$ cat src/rtl/cbrb_pkg.sv
// ----------------------------------------------------------------------------
// cbrb_pkg
// Shared types, codes and defaults for the chunked byte ring buffer.
// ----------------------------------------------------------------------------
package cbrb_pkg;

    // Default sizes
    localparam int CAPACITY_DEF = 4096;
    localparam int MAX_POP_DEF  = 64;

    // Fixed field widths
    localparam int OP_W     = 2;
    localparam int LEN_W    = 13;
    localparam int DATA_W   = 8;
    localparam int LIMIT_W  = 7;
    localparam int STATUS_W = 3;
    localparam int FREE_W   = 13;

    // Depth of the queue between front and back
    localparam int QDEPTH = 2;

    // Operation codes on the input channel
    localparam logic [OP_W-1:0] OP_RESERVE = 2'd0;
    localparam logic [OP_W-1:0] OP_PUSH    = 2'd1;
    localparam logic [OP_W-1:0] OP_POP     = 2'd2;

    // Result status codes
    typedef enum logic [STATUS_W-1:0] {
        ST_OK       = 3'd0,
        ST_OVERFLOW = 3'd1,
        ST_EMPTY    = 3'd2,
        ST_BUSY     = 3'd3,
        ST_NORES    = 3'd4
    } status_t;

    // Item class decided by the front
    typedef enum logic [1:0] {
        K_RESERVE,
        K_PUSH,
        K_POP,
        K_NOP
    } item_kind_t;

    // Classified item held in the queue
    typedef struct packed {
        item_kind_t           kind;
        logic [LEN_W-1:0]     len;
        logic [DATA_W-1:0]    data;
        logic [LIMIT_W-1:0]   limit;
    } item_t;

    // Back-end sequencer states
    typedef enum logic [1:0] {
        BK_IDLE,
        BK_POP_RD,
        BK_POP_OUT
    } back_state_t;

endpackage

$ cat src/rtl/cbrb_front.sv
// ----------------------------------------------------------------------------
// cbrb_front
// Accepts input transactions, classifies them and clamps the pop limit,
// then holds them in a short queue for the back end.
// ----------------------------------------------------------------------------
module cbrb_front #(
    parameter int MAX_POP = cbrb_pkg::MAX_POP_DEF
) (
    input  logic                          clk,
    input  logic                          rst_n,
    input  logic                          in_valid,
    output logic                          in_ready,
    input  logic [cbrb_pkg::OP_W-1:0]     operation,
    input  logic [cbrb_pkg::LEN_W-1:0]    chunk_length,
    input  logic [cbrb_pkg::DATA_W-1:0]   data_byte,
    input  logic [cbrb_pkg::LIMIT_W-1:0]  pop_limit,
    output logic                          q_valid,
    output cbrb_pkg::item_t               q_item,
    input  logic                          q_take
);

    import cbrb_pkg::*;

    localparam int QPW = (QDEPTH > 1) ? $clog2(QDEPTH) : 1;
    localparam int QCW = $clog2(QDEPTH + 1);

    item_t            entry_reg [QDEPTH];
    logic [QPW-1:0]   wp_reg, wp_next;
    logic [QPW-1:0]   rp_reg, rp_next;
    logic [QCW-1:0]   cnt_reg, cnt_next;
    item_t            cls_item;
    logic             push_q;
    logic             pop_q;

    // Classify the incoming transaction
    always_comb
    begin
        cls_item.len  = chunk_length;
        cls_item.data = data_byte;
        case (operation)
            OP_RESERVE: cls_item.kind = K_RESERVE;
            OP_PUSH:    cls_item.kind = K_PUSH;
            OP_POP:     cls_item.kind = K_POP;
            default:    cls_item.kind = K_NOP;
        endcase
        // Clamp the limit to one .. MAX_POP
        if (pop_limit == '0)
        begin
            cls_item.limit = LIMIT_W'(1);
        end
        else if (pop_limit > LIMIT_W'(MAX_POP))
        begin
            cls_item.limit = LIMIT_W'(MAX_POP);
        end
        else
        begin
            cls_item.limit = pop_limit;
        end
    end

    assign in_ready = (cnt_reg != QCW'(QDEPTH));
    assign q_valid  = (cnt_reg != '0);
    assign q_item   = entry_reg[rp_reg];
    assign push_q   = in_valid && in_ready;
    assign pop_q    = q_take && q_valid;

    // Advance queue pointers and count
    always_comb
    begin
        wp_next  = wp_reg;
        rp_next  = rp_reg;
        cnt_next = cnt_reg;
        if (push_q)
        begin
            wp_next = (wp_reg == QPW'(QDEPTH - 1)) ? '0 : wp_reg + QPW'(1);
        end
        if (pop_q)
        begin
            rp_next = (rp_reg == QPW'(QDEPTH - 1)) ? '0 : rp_reg + QPW'(1);
        end
        if (push_q && !pop_q)
        begin
            cnt_next = cnt_reg + QCW'(1);
        end
        else if (pop_q && !push_q)
        begin
            cnt_next = cnt_reg - QCW'(1);
        end
    end

    always_ff @(posedge clk or negedge rst_n)
    begin
        if (!rst_n)
        begin
            wp_reg  <= '0;
            rp_reg  <= '0;
            cnt_reg <= '0;
        end
        else
        begin
            wp_reg  <= wp_next;
            rp_reg  <= rp_next;
            cnt_reg <= cnt_next;
        end
    end

    // Store the classified item
    always_ff @(posedge clk)
    begin
        if (push_q)
        begin
            entry_reg[wp_reg] <= cls_item;
        end
    end

endmodule

$ cat config.mk
export PLATFORM = sky130hd
export DESIGN_NAME = cbrb_front
export DESIGN_NICKNAME = d
export VERILOG_FILES = /design/src/rtl/cbrb_pkg.sv /design/src/rtl/cbrb_front.sv
export SDC_FILE = /design/constraint.sdc
export NUM_CORES = 1
export LEC_CHECK = 0
export BUFFER_PORTS_ARGS = -buffer_cell sky130_fd_sc_hd__buf_2
export CORE_MARGIN = 3
export CORE_UTILIZATION = 40
export CTS_BUF_LIST = sky130_fd_sc_hd__clkbuf_8
export DETAILED_ROUTE_END_ITERATION = 10
export PLACE_DENSITY = 0.76
export SLEW_MARGIN = 20
export SYNTH_ARGS = -nofsm -noshare
export SYNTH_HDL_FRONTEND = slang
export SYNTH_SLANG_ARGS = --single-unit
$ cat constraint.sdc
create_clock -name clk -period 2.7 [get_ports clk]
set_input_delay 0.405 -clock clk [delete_from_list [all_inputs] [get_ports clk]]
set_output_delay 0.405 -clock clk [all_outputs]
set_load 0.03 [all_outputs]
==> metrics.md <==
| Metric | Value |
|---|---|
| Cells after DPL | `roughly 260` |
| I/O pin total | `between 60 and 70` |
| Cells after Synth | `about 120` |
| Postcts setup bufs | `0` |
| Area Overhead vs Synth | `26.71%` |
| Clk_skew | `roughly 0.0038 ns` |
| Reported net switching power | `about 1.3 mW` |
| Row cnt | `27` |
| P_int | `~2.5 mW` |
| Commonest non-fill, non-tap cell in the layout | `buf_2` |
| Post-layout min period | `2.158 ns` |
| Startpoint types | `register` |
| Inserted Clock Buffers | `9` |
| WS Path Type | `reg -> out` |
| Final setup viols | `0` |
| Number of routed nets with antenna violations | `0` |
| Clk Latency, worst-skew pair | `0.33 ns` |
| Final hold viol count | `0` |
| Max reg flops | `60` |
| Slew Limit Headroom | `roughly two thirds` |
| Yosys warning total | `0` |
| Worst setup EP type | `output port` |
| Lkg Pwr | `around 1.2 nW` |
| Share of the synthesized area in the top cell type | `73.69%` |
| Worst vdd ir | `477.4 uV` |
| Setup TNS Final | `0 ns` |
| Placed instance area | `2853 um2` |
| Dpl hpwl | `2.765 mm` |
| Crit path largest cell delay | `about 0.65 ns` |
| Vias in the first global route | `about 1300` |
| Pwr/cell area | `~1200 nW/um2` |
| Layout Nets | `approximately 230` |
| Clock share of power | `25.3%` |
| Critical path peak fanout | `21` |
| Layout cells sized above 1 | `57.92%` |
| Result of the run | `completed` |
| Worst path arrival time | `roughly 1.8 ns` |
| Fmax achieved | `~460 MHz` |
| Hold Path Class | `in -> reg` |
| Die Y | `roughly 84 um` |
| WL final | `approximately 4 mm` |
| Slew at the pin closest to its max-slew limit | `slightly below 0.5 ns` |
| Distinct cell type count after synthesis | `18` |
| Initial antenna violation count | `0` |
| Net Count, Synth | `roughly 160` |
| WL/cell | `between 10 and 15 um` |
| Clock buffer depth | `2` |
| Remaining DRCs | `0` |
| Largest net degree at the start of global routing | `31` |
| RSZ-0062 raised after global routing | `false` |
| Vias/cell | `around 4.6` |
| Non-Filler Instances | `between 200 and 300` |
| DRT Pass-1 Iters | `4` |
| RePlAce Congestion | `between 0.6 and 0.7` |
| Post-synth design cell area | `~2400 um2` |
| Final instance area | `about 3100 um2` |
| CTS root buffer | `clkbuf_8` |
| IO buf count | `65` |
| Sequential Power Share | `around 39%` |
| Max stage delay cell, worst path | `dfrtp_1` |
| Commonest cells after routing, fill and taps aside | `65 x buf_2, 60 x edfxtp_1, 30 x mux2_2` |
| Max-slew violations | `0` |
| H-tree levels | `3` |
| First-pass GRT wire length | `~6.4 mm` |
| Comb power frac | `a little over a third` |
| Die area | `7086 um2` |
| Grt ovf | `0` |
| # Max-Cap Violations | `0` |
| Area leader, netlist | `edfxtp_1` |
| Die width | `approximately 84 um` |
| Switching Share | `between 30 and 40%` |
| Initial DRC Count | `61` |
| Mean Syn Cell Area | `19.88 um2` |
| #FFs+latches synth | `64` |
| Register area share after synthesis | `77.79%` |
| Initial core utilization | `a little over two fifths` |
| DR vias | `1258` |
| Tot GR Track Use | `between 10 and 15%` |
| Fin crit share | `79.92%` |
| Clock transition at the registers of the reported paths | `about 0.070 ns` |
| Cells along the critical path | `buf_12 -> mux2_2 -> buf_2` |
| TritonCTS clock tree | `built` |
| Core area | `around 5700 um2` |
| Diode count | `0` |
| Critical Path RT | `roughly 2.3 ns` |
| Main area contributors after synthesis | `edfxtp_1 74%, mux2_2 14%, dfrtp_1 4.1%` |
| Clock Sinks | `64` |
## cell usage after synthesis
cell,number
edfxtp_1,60
mux2_2,30
nor2b_1,5
dfrtp_1,4
nor2_1,4
buf_6,3
clkbuf_1,3
xnor2_1,3
xor2_1,2
a21oi_1,1
and3_1,1
ha_1,1
inv_1,1
nand2_1,1
nand2_4,1
nand2b_4,1
nor3_1,1
or2_4,1
## metrics by stage
step / total power, mW / worst slack, ns / utilization (%) / hold slack, ns
floorplan: 2.477 / 0.3001 / - / 0.1094
detailed placement: 2.821 / 0.8736 / 49.97 / 0.2228
global placement: 2.802 / 0.8810 / 49.97 / 0.2206
CTS: 3.774 / 0.4979 / 54.26 / 0.2412
finish: 3.714 / 0.5421 / 54.26 / 0.2630
global route: 3.916 / 0.4236 / 54.26 / 0.2311
## layout make-up
class,count,area (um2)
Fill cell,476,2611
Sequential cell,64,1902
Multi-Input combinational cell,52,496.7
Timing Repair Buffer,69,370.4
Clock buffer,9,123.9
Clock inverter,7,111.4
Tap cell,72,90.09
Inverter,1,3.754
## critical path: cells and delay by family, from the launching register on
kind,cells,cell delay [ns]
buffers and inverters,2,0.41
multiplexers,1,0.36
flip-flops,1,0.65
## power by group through the flow
stage | sequential (mW) | combinational, mW | clock (mW)
global route | 1.49 | 1.40 | 1.02
CTS | 1.47 | 1.34 | 0.966
global placement | 1.48 | 1.33 | 0
detailed placement | 1.49 | 1.33 | 0
finish | 1.46 | 1.31 | 0.938
floorplan | 1.45 | 1.03 | 0
## routing by layer
metal | vias up | part of all wire (%) | GRT usage, %
li1 | 613 | - | -
met1 | 597 | 41 | 14.22
met2 | 43 | 51 | 19.51
met3 | 5 | 6.4 | 4.809
met4 | 0 | 1.4 | 6.579
met5 | - | 0 | 0
## path summary, 6_finish.rpt
path / start / endpoint / slack (ns) / cells past startpoint
hold reg to reg: wp_reg / wp_reg / 0.51 / 1
max in group asynchronous: rst_n / cnt_reg[1] / 2.15 / 2
hold / removal: chunk_length[1] / entry_reg[1][16] / 0.26 / 1
setup reg to reg: cnt_reg[0] / entry_reg[0][13] / 1.22 / 4
setup / recovery: rp_reg / q_item[8] / 0.54 / 3
min in group asynchronous: rst_n / rp_reg / 0.43 / 2
## kinds of logic after synthesis
logic type | count (synthesis) | synth area share (%)
AOI/OAI and AO/OA | 1 | 0.2045
xor gates and xnor gates | 5 | 1.792
adders and majority gates | 1 | 0.5117
buffers and inverters | 7 | 1.996
DFF | 64 | 77.79
muxes | 30 | 13.82
and+or+nand+nor | 15 | 3.889
## what timing repair did
item                                    4_1_cts  5_1_grt
endpoints found under the setup margin        0        0
resized for setup                             0        0
hold endpoints to repair                      4        0
hold buffers                                  1        0
Power figures use the tool's default switching activity.
